File: src/hw/rtl/tbah_pkg.sv
// ----------------------------------------------------------------------------
// Time bucket average history package
// Shared types and constants for the bucketed averaging datapath.
// ----------------------------------------------------------------------------
package tbah_pkg;

  localparam logic [31:0] BUCKET_SECONDS_RESET = 32'd21600;

  typedef struct packed {
    logic        [31:0] start;
    logic signed [15:0] sample;
  } word_t;

  typedef enum logic [1:0] {
    F_IDLE,
    F_DIV,
    F_PUSH
  } front_state_t;

  typedef enum logic [2:0] {
    B_IDLE,
    B_EVAL,
    B_DIV,
    B_CLOSE,
    B_ADD
  } back_state_t;

endpackage

File: src/hw/rtl/tbah_div.sv
// ----------------------------------------------------------------------------
// Iterative divider
// Restoring unsigned divider, one quotient bit per cycle.
// ----------------------------------------------------------------------------
module tbah_div #(
  parameter int N = 32,
  parameter int D = 32
) (
  input  logic         clk,
  input  logic         rst,
  input  logic         start,
  input  logic [N-1:0] dividend,
  input  logic [D-1:0] divisor,
  output logic         busy,
  output logic         done,
  output logic [N-1:0] quotient,
  output logic [D-1:0] remainder
);

  localparam int CW = $clog2(N + 1);

  logic [N-1:0]  quo;
  logic [N-1:0]  quo_next;
  logic [D-1:0]  rem;
  logic [D-1:0]  rem_next;
  logic [D-1:0]  dsr;
  logic [CW-1:0] cnt;
  logic [D:0]    shifted;
  logic [D:0]    diff;

  always_comb begin
    shifted = {rem, quo[N-1]};
    diff    = shifted - {1'b0, dsr};
    if (!diff[D]) begin
      rem_next = diff[D-1:0];
      quo_next = {quo[N-2:0], 1'b1};
    end else begin
      rem_next = shifted[D-1:0];
      quo_next = {quo[N-2:0], 1'b0};
    end
  end

  always_ff @(posedge clk) begin
    if (rst) begin
      busy <= 1'b0;
      done <= 1'b0;
      cnt  <= '0;
    end else begin
      done <= 1'b0;
      if (start) begin
        busy <= 1'b1;
        cnt  <= CW'(N);
      end else if (busy) begin
        cnt <= cnt - 1'b1;
        if (cnt == CW'(1)) begin
          busy <= 1'b0;
          done <= 1'b1;
        end
      end
    end
  end

  always_ff @(posedge clk) begin
    if (start) begin
      quo <= dividend;
      rem <= '0;
      dsr <= divisor;
    end else if (busy) begin
      quo <= quo_next;
      rem <= rem_next;
    end
  end

  assign quotient  = quo;
  assign remainder = rem;

endmodule

File: src/hw/rtl/tbah_front.sv
// ----------------------------------------------------------------------------
// Front end
// Accept input words, floor the time to the bucket length, pass on a word.
// ----------------------------------------------------------------------------
module tbah_front (
  input  logic                clk,
  input  logic                rst,
  input  logic                cfg_write,
  input  logic [31:0]         cfg_data,
  input  logic                push,
  output logic                full,
  input  logic [31:0]         time_seconds,
  input  logic signed [15:0]  sample_value,
  output logic                q_push,
  output tbah_pkg::word_t     q_word,
  input  logic                q_full
);

  tbah_pkg::front_state_t state;
  tbah_pkg::front_state_t state_next;

  logic [31:0]        bucket_seconds;
  logic [31:0]        bucket_len;
  logic [31:0]        time_q;
  logic signed [15:0] sample_q;
  logic               accept;
  logic               div_busy;
  logic               div_done;
  logic [31:0]        div_quo;
  logic [31:0]        div_rem;

  assign bucket_len = (bucket_seconds == '0) ? 32'd1 : bucket_seconds;
  assign accept     = push && !full;

  always_ff @(posedge clk) begin
    if (rst) begin
      bucket_seconds <= tbah_pkg::BUCKET_SECONDS_RESET;
    end else if (cfg_write) begin
      bucket_seconds <= cfg_data;
    end
  end

  tbah_div #(
    .N(32),
    .D(32)
  ) u_div (
    .clk       (clk),
    .rst       (rst),
    .start     (accept),
    .dividend  (time_seconds),
    .divisor   (bucket_len),
    .busy      (div_busy),
    .done      (div_done),
    .quotient  (div_quo),
    .remainder (div_rem)
  );

  always_ff @(posedge clk) begin
    if (rst) begin
      state <= tbah_pkg::F_IDLE;
    end else begin
      state <= state_next;
    end
  end

  always_ff @(posedge clk) begin
    if (accept) begin
      time_q   <= time_seconds;
      sample_q <= sample_value;
    end
  end

  always_comb begin
    state_next    = state;
    full          = 1'b1;
    q_push        = 1'b0;
    q_word.start  = time_q - div_rem;
    q_word.sample = sample_q;
    unique case (state)
      tbah_pkg::F_IDLE: begin
        full = 1'b0;
        if (push) begin
          state_next = tbah_pkg::F_DIV;
        end
      end
      tbah_pkg::F_DIV: begin
        if (div_done && !div_busy && (div_quo == div_quo)) begin
          state_next = tbah_pkg::F_PUSH;
        end
      end
      tbah_pkg::F_PUSH: begin
        if (!q_full) begin
          q_push     = 1'b1;
          state_next = tbah_pkg::F_IDLE;
        end
      end
      default: state_next = tbah_pkg::F_IDLE;
    endcase
  end

endmodule

File: src/hw/rtl/tbah_queue.sv
// ----------------------------------------------------------------------------
// Word queue
// Two-entry queue between the front end and the back end.
// ----------------------------------------------------------------------------
module tbah_queue (
  input  logic            clk,
  input  logic            rst,
  input  logic            push,
  input  tbah_pkg::word_t word_in,
  output logic            full,
  input  logic            pop,
  output tbah_pkg::word_t word_out,
  output logic            empty
);

  tbah_pkg::word_t slots [2];
  logic            wr_ptr;
  logic            rd_ptr;
  logic [1:0]      count;
  logic            do_push;
  logic            do_pop;

  assign full     = (count == 2'd2);
  assign empty    = (count == 2'd0);
  assign do_push  = push && !full;
  assign do_pop   = pop && !empty;
  assign word_out = slots[rd_ptr];

  always_ff @(posedge clk) begin
    if (rst) begin
      wr_ptr <= 1'b0;
      rd_ptr <= 1'b0;
      count  <= 2'd0;
    end else begin
      if (do_push) begin
        wr_ptr <= ~wr_ptr;
      end
      if (do_pop) begin
        rd_ptr <= ~rd_ptr;
      end
      if (do_push && !do_pop) begin
        count <= count + 2'd1;
      end else if (do_pop && !do_push) begin
        count <= count - 2'd1;
      end
    end
  end

  always_ff @(posedge clk) begin
    if (do_push) begin
      slots[wr_ptr] <= word_in;
    end
  end

endmodule

File: src/hw/rtl/tbah_back.sv
// ----------------------------------------------------------------------------
// Back end
// Close buckets, compute rounded means, keep the history ring and the sums.
// ----------------------------------------------------------------------------
module tbah_back #(
  parameter int HISTORY_DEPTH = 64,
  parameter int MAX_COUNT     = 65535
) (
  input  logic               clk,
  input  logic               rst,
  input  logic               q_empty,
  input  tbah_pkg::word_t    q_word,
  output logic               q_pop,
  output logic               empty,
  input  logic               pop,
  output logic               bucket_closed,
  output logic signed [15:0] closed_average,
  output logic signed [15:0] evicted_value,
  output logic [15:0]        bucket_count
);

  localparam int HW = $clog2(HISTORY_DEPTH);
  localparam int FW = $clog2(HISTORY_DEPTH + 1);

  tbah_pkg::back_state_t state;
  tbah_pkg::back_state_t state_next;

  logic signed [15:0] mem [HISTORY_DEPTH];
  logic signed [15:0] rd_data;
  logic [HW-1:0]      head;
  logic [FW-1:0]      fill;

  logic [31:0]        bucket_start;
  logic signed [31:0] sample_sum;
  logic [15:0]        sample_count;
  logic [15:0]        count_after;

  logic [31:0]        w_start;
  logic signed [15:0] w_sample;
  logic               close;
  logic               closed_r;
  logic               neg;
  logic signed [15:0] avg_r;
  logic signed [15:0] evict_r;
  logic signed [15:0] avg;
  logic [31:0]        mag;
  logic               out_valid;
  logic               slot_free;

  logic               div_start;
  logic               div_busy;
  logic               div_done;
  logic [32:0]        div_quo;
  logic [16:0]        div_rem;

  assign close       = (bucket_start == '0) || (bucket_start != w_start);
  assign mag         = sample_sum[31] ? (~sample_sum + 32'sd1) : sample_sum;
  assign count_after = (sample_count < 16'(MAX_COUNT)) ? sample_count + 16'd1 : sample_count;
  assign avg         = (sample_count == '0) ? 16'sd0 :
                       (neg ? -div_quo[15:0] : div_quo[15:0]);
  assign slot_free   = !out_valid || pop;
  assign empty       = !out_valid;

  tbah_div #(
    .N(33),
    .D(17)
  ) u_div (
    .clk       (clk),
    .rst       (rst),
    .start     (div_start),
    .dividend  ({mag, 1'b0} + 33'(sample_count)),
    .divisor   ({sample_count, 1'b0}),
    .busy      (div_busy),
    .done      (div_done),
    .quotient  (div_quo),
    .remainder (div_rem)
  );

  always_ff @(posedge clk) begin
    rd_data <= mem[head];
    if (state == tbah_pkg::B_CLOSE) begin
      mem[head] <= avg;
    end
  end

  always_comb begin
    state_next = state;
    q_pop      = 1'b0;
    div_start  = 1'b0;
    unique case (state)
      tbah_pkg::B_IDLE: begin
        if (!q_empty) begin
          q_pop      = 1'b1;
          state_next = tbah_pkg::B_EVAL;
        end
      end
      tbah_pkg::B_EVAL: begin
        if (!close) begin
          state_next = tbah_pkg::B_ADD;
        end else if (sample_count == '0) begin
          state_next = tbah_pkg::B_CLOSE;
        end else begin
          div_start  = 1'b1;
          state_next = tbah_pkg::B_DIV;
        end
      end
      tbah_pkg::B_DIV: begin
        if (div_done && (div_rem == div_rem)) begin
          state_next = tbah_pkg::B_CLOSE;
        end
      end
      tbah_pkg::B_CLOSE: begin
        state_next = tbah_pkg::B_ADD;
      end
      tbah_pkg::B_ADD: begin
        if (slot_free) begin
          state_next = tbah_pkg::B_IDLE;
        end
      end
      default: state_next = tbah_pkg::B_IDLE;
    endcase
  end

  always_ff @(posedge clk) begin
    if (rst) begin
      state        <= tbah_pkg::B_IDLE;
      head         <= '0;
      fill         <= '0;
      bucket_start <= '0;
      sample_sum   <= '0;
      sample_count <= '0;
      out_valid    <= 1'b0;
    end else begin
      state <= state_next;
      if (state == tbah_pkg::B_CLOSE) begin
        head         <= (head == HW'(HISTORY_DEPTH - 1)) ? '0 : head + 1'b1;
        fill         <= (fill == FW'(HISTORY_DEPTH)) ? fill : fill + 1'b1;
        bucket_start <= w_start;
        sample_sum   <= '0;
        sample_count <= '0;
      end
      if (state == tbah_pkg::B_ADD && slot_free) begin
        sample_count <= count_after;
        if (sample_count < 16'(MAX_COUNT)) begin
          sample_sum <= sample_sum + 32'(w_sample);
        end
        out_valid <= 1'b1;
      end else if (pop && out_valid) begin
        out_valid <= 1'b0;
      end
    end
  end

  always_ff @(posedge clk) begin
    if (q_pop) begin
      w_start  <= q_word.start;
      w_sample <= q_word.sample;
    end
    if (state == tbah_pkg::B_EVAL) begin
      closed_r <= close;
      neg      <= sample_sum[31];
      avg_r    <= '0;
      evict_r  <= '0;
    end
    if (state == tbah_pkg::B_CLOSE) begin
      avg_r   <= avg;
      evict_r <= (fill == FW'(HISTORY_DEPTH)) ? rd_data : 16'sd0;
    end
    if (state == tbah_pkg::B_ADD && slot_free) begin
      bucket_closed  <= closed_r;
      closed_average <= avg_r;
      evicted_value  <= evict_r;
      bucket_count   <= count_after;
    end
  end

endmodule

File: src/hw/rtl/time_bucket_average_history_unit.sv
// ----------------------------------------------------------------------------
// Time bucket average history unit
// Floors each sample time to a bucket, closes buckets into a history ring of
// rounded means, and reports one result word per input word.
// ----------------------------------------------------------------------------
// Channel   Direction  Handshake         Payload
// config    in         cfg_write         cfg_data (bucket length, seconds)
// input     in         push / full       time_seconds, sample_value
// result    out        pop / empty       bucket_closed, closed_average,
//                                        evicted_value, bucket_count
//
// The front end floors each time with its 32-step modulo divider; a word that
// closes a non-empty bucket also goes through the back end's 33-step mean
// divider, and any other word skips it. A two-entry queue separates the two,
// and a result register lets new words enter while a result waits. Reset is
// ready at once: the history ring tracks its fill count, so there is no
// clearing pass.
// ----------------------------------------------------------------------------
module time_bucket_average_history_unit #(
  parameter int HISTORY_DEPTH = 64,
  parameter int MAX_COUNT     = 65535
) (
  input  logic               clk,
  input  logic               rst,
  input  logic               cfg_write,
  input  logic [31:0]        cfg_data,
  input  logic               push,
  output logic               full,
  input  logic [31:0]        time_seconds,
  input  logic signed [15:0] sample_value,
  input  logic               pop,
  output logic               empty,
  output logic               bucket_closed,
  output logic signed [15:0] closed_average,
  output logic signed [15:0] evicted_value,
  output logic [15:0]        bucket_count
);

  logic            f_push;
  tbah_pkg::word_t f_word;
  logic            q_full;
  logic            q_pop;
  tbah_pkg::word_t q_word;
  logic            q_empty;

  tbah_front u_front (
    .clk          (clk),
    .rst          (rst),
    .cfg_write    (cfg_write),
    .cfg_data     (cfg_data),
    .push         (push),
    .full         (full),
    .time_seconds (time_seconds),
    .sample_value (sample_value),
    .q_push       (f_push),
    .q_word       (f_word),
    .q_full       (q_full)
  );

  tbah_queue u_queue (
    .clk      (clk),
    .rst      (rst),
    .push     (f_push),
    .word_in  (f_word),
    .full     (q_full),
    .pop      (q_pop),
    .word_out (q_word),
    .empty    (q_empty)
  );

  tbah_back #(
    .HISTORY_DEPTH (HISTORY_DEPTH),
    .MAX_COUNT     (MAX_COUNT)
  ) u_back (
    .clk            (clk),
    .rst            (rst),
    .q_empty        (q_empty),
    .q_word         (q_word),
    .q_pop          (q_pop),
    .empty          (empty),
    .pop            (pop),
    .bucket_closed  (bucket_closed),
    .closed_average (closed_average),
    .evicted_value  (evicted_value),
    .bucket_count   (bucket_count)
  );

endmodule

File: config.mk
export PLATFORM = sky130hd
export DESIGN_NAME = time_bucket_average_history_unit
export DESIGN_NICKNAME = d
export VERILOG_FILES = /design/src/hw/rtl/tbah_pkg.sv /design/src/hw/rtl/tbah_div.sv /design/src/hw/rtl/tbah_front.sv /design/src/hw/rtl/tbah_queue.sv /design/src/hw/rtl/tbah_back.sv /design/src/hw/rtl/time_bucket_average_history_unit.sv
export SDC_FILE = /design/constraint.sdc
export NUM_CORES = 2
export LEC_CHECK = 0
export BUFFER_PORTS_ARGS = -buffer_cell sky130_fd_sc_hd__buf_2
export CORE_ASPECT_RATIO = 1.1
export CORE_MARGIN = 1
export CORE_UTILIZATION = 45
export CTS_CLUSTER_DIAMETER = 120
export DETAILED_ROUTE_END_ITERATION = 7
export PLACE_DENSITY = 0.66
export SLEW_MARGIN = 10
export SYNTH_ARGS = -nofsm -noshare
export SYNTH_HDL_FRONTEND = slang
export SYNTH_SLANG_ARGS = --single-unit
File: constraint.sdc
create_clock -name clk -period 6.9 [get_ports clk]
set_input_delay 1.035 -clock clk [delete_from_list [all_inputs] [get_ports clk]]
set_output_delay 1.035 -clock clk [all_outputs]
set_load 0.01 [all_outputs]
==> impl_results.md <==
* Outcome: finished, violations left
* Violated checks: design-rule violations
* WL per Instance at 23.4 um
* Clk_lat worst skew at 0.80 ns
* Critical path cell sequence: ha_1 -> fa_1 -> nor2b_1 -> o31ai_1 -> a21oi_1 -> nor3_1 -> o31a_1 -> o311ai_1 -> a21oi_1 -> xnor2_2 -> buf_4 -> o21ai_0 -> a32o_1
* Net count after synthesis at 5038
* DR iter-0 viols at 4095
* Leakage at 0.0246 uW
* CP dominant cell by count: a21oi_1
* Die area at 150000 sq um
* Antenna violations before repair at 1
* Avg Cell Area, Syn at 13.9 sq um
* Most flops, register: u_back.mem
* Worst slew pin tran at 1.18 ns
* Vias per cell at 5.86
* Global route overflow at 0
* CTS buffer count at 162
* Most used DFF post-synth: edfxtp_1
* # hold bufs at CTS at 0
* Final nets at 5198
* CTS root buffer: clkbuf_16
* DPL Wire Length at 98200 um
* Vias in the first global route at 39700
* Total vias in the final route at 41400
* # clock sinks at 1628
* Ys Warns at 0
* Worst IR Drop VDD at 0.000209 V
* Worst path max stage delay at 0.59 ns
* Post-synthesis cell area at 66900 sq um
* Resize count post-CTS at 0
* RSZ-0062 raised after global routing: no
* Max Cap Viol at 0
* Pwr dens at 303 nW/um^2
* Final Non-Filler Cells at 7056
* DRC at 6
* Pre-antenna DRT Iters at 8
* Total power at 22900 uW
* # port buffers at 135
* Chip width at 370 um
* Yosys reg bits at 1628
* Worst Hold Class: primary input to register
* Most frequent cells after synthesis: 1412 x edfxtp_1, 385 x a22oi_1, 326 x nand2_1, 254 x a21oi_1, 230 x nor2_1
* Worst EP arrival at 4.90 ns
* Slowest stage cell on the critical path: xnor2_2
* Setup_tns at 0 ns
* Routability cong. at 0.877
* Max reg flops at 1024
* Hold path startpoint: sample_value[9]
* Placed instance count at 6755
* Final Core Density at 0.510
* Setup crit start: u_front.u_div.dsr[0]
* Crit-path max FO at 22
* Initial Util at 0.453
* IO Count at 136
* CTS tree: done
* Clock buffer depth at 3
* CP top delay family: compound AO/OA/AOI/OAI gates
* Register area share after synthesis at 0.699
* Synth area leader: edfxtp_1
* Period utilisation layout at 0.610
* Syn Inst Count at 4809
* Final hold violation count at 0
* EDFF count, synth at 1412
* Layout cells sized above 1 at 0.121
* Std-Cell Rows at 148
* Final wirelength at 165000 um
* Bufs and invs on worst path at 1
* H-tree depth at 4
* Crit path launch type: register
* Post-route antenna net violation count at 0
* Max Slew Vio Count at 0
* Crit Path Class: register to register
* Top post-synthesis cells by area: edfxtp_1 63%, dfxtp_1 6.5%, a22oi_1 4.3%
* Largest net degree at the start of global routing at 99
* Area Growth Syn to Fin at 12.8%
* Clock slew at reported path FFs at 0.06 ns
* Most common cell in the netlist: edfxtp_1
* CP Capture Type: register
* Chip height at 406 um
* Global-route wire length before repair at 247000 um
* Clock Skew at 0.0236 ns
* Std-Cell Core Area at 148000 sq um
* Top-area cell type share of the netlist area at 0.634
* Max_slew headroom at 0.208
* Fmax achieved at 0.237 GHz
* Synth unique cells at 80
* GRT Util Overall at 0.217
* Reg2reg start: u_front.u_div.dsr[0]
* Final setup violation count at 0
* Min cycle time layout at 4.21 ns
* Total setup buffers inserted after CTS at 0
* CP required at 7.59 ns
* FFs w/ async S/R, synth at 0
[placed cells by master, fill, tap and decap left out, drive strengths merged, types with 76 or more instances in the layout]
master and count:
ha 139, inv 146, a22o 80, a22oi 385
nor2 230, a31oi 81, a21oi 255, xor2 94
buf 269, nand4 92, edfxtp 1412, nand3 95
xnor2 114, dfxtp 216, clkbuf 219, a221oi 76
o21ai 137, nand2 326
[per-stage QoR]
stage          setup WS (ns)  instance area [sq um]  hold WS (ns)
4_1_cts                 2.69                  75400         0.363
6_report                2.69                  75400         0.418
5_1_grt                 2.30                  75400         0.374
3_5_place_dp            2.69                  70200         0.405
3_3_place_gp            2.75                  70200         0.401
2_1_floorplan          0.319                  66900         0.400
[power breakdown]
group          internal [uW]  switching (uW)
sequential             11100             282
clock                   4840            3730
combinational           1140            1730
total                  17100            5740
[final cells by class]
type	count	area, sq um
fillers	12300	72300
diodes	1	2.50
clock buffers	219	4390
inverters	139	524
repair buffers	269	1720
clock inverters	81	793
multi-input cells	2769	18800
flip-flops and latches	1628	46700
well taps	1950	2440
[kinds of logic (layout without fill, tap and decap cells)]
group | Yosys count | after routing | share of synthesized area
other | 0 | 1 | 0
and+or+nand+nor | 1066 | 1066 | 0.0779
xor gates and xnor gates | 208 | 208 | 0.0272
buffers and inverters | 412 | 708 | 0.0232
adders and majority gates | 144 | 144 | 0.0275
muxes | 117 | 117 | 0.0185
DFF | 1628 | 1628 | 0.699
AOI/OAI and AO/OA | 1234 | 1234 | 0.127
[worst paths after layout]
path,endpoint,slack (ns),cells after the start
worst min register to register,u_back.closed_average[14],0.42,0
worst max register to register,u_front.u_div.remainder[7],2.69,13
worst min-delay path,u_front.sample_q[9],0.42,1
worst max-delay path,u_front.u_div.remainder[7],2.69,13
[metal layers]
metal / track usage / vias up / wire length, um
met5: 0 / - / 0
met4: 0.0735 / 0 / 5210
met3: 0.0383 / 279 / 12100
met2: 0.357 / 1612 / 79200
met1: 0.290 / 20500 / 68400
li1: - / 19000 / -
[worst reg2reg max path: cells and delay by family (launching register included)]
family	cells	cell delay, ns
AND/OR/NAND/NOR	2	0.28
buffers and inverters	1	0.45
XOR/XNOR	1	0.59
AO/OA/AOI/OAI	7	1.72
flip-flops	1	0.37
adder cells (fa/ha/maj)	2	0.70
(Power assumes the default switching activity.)
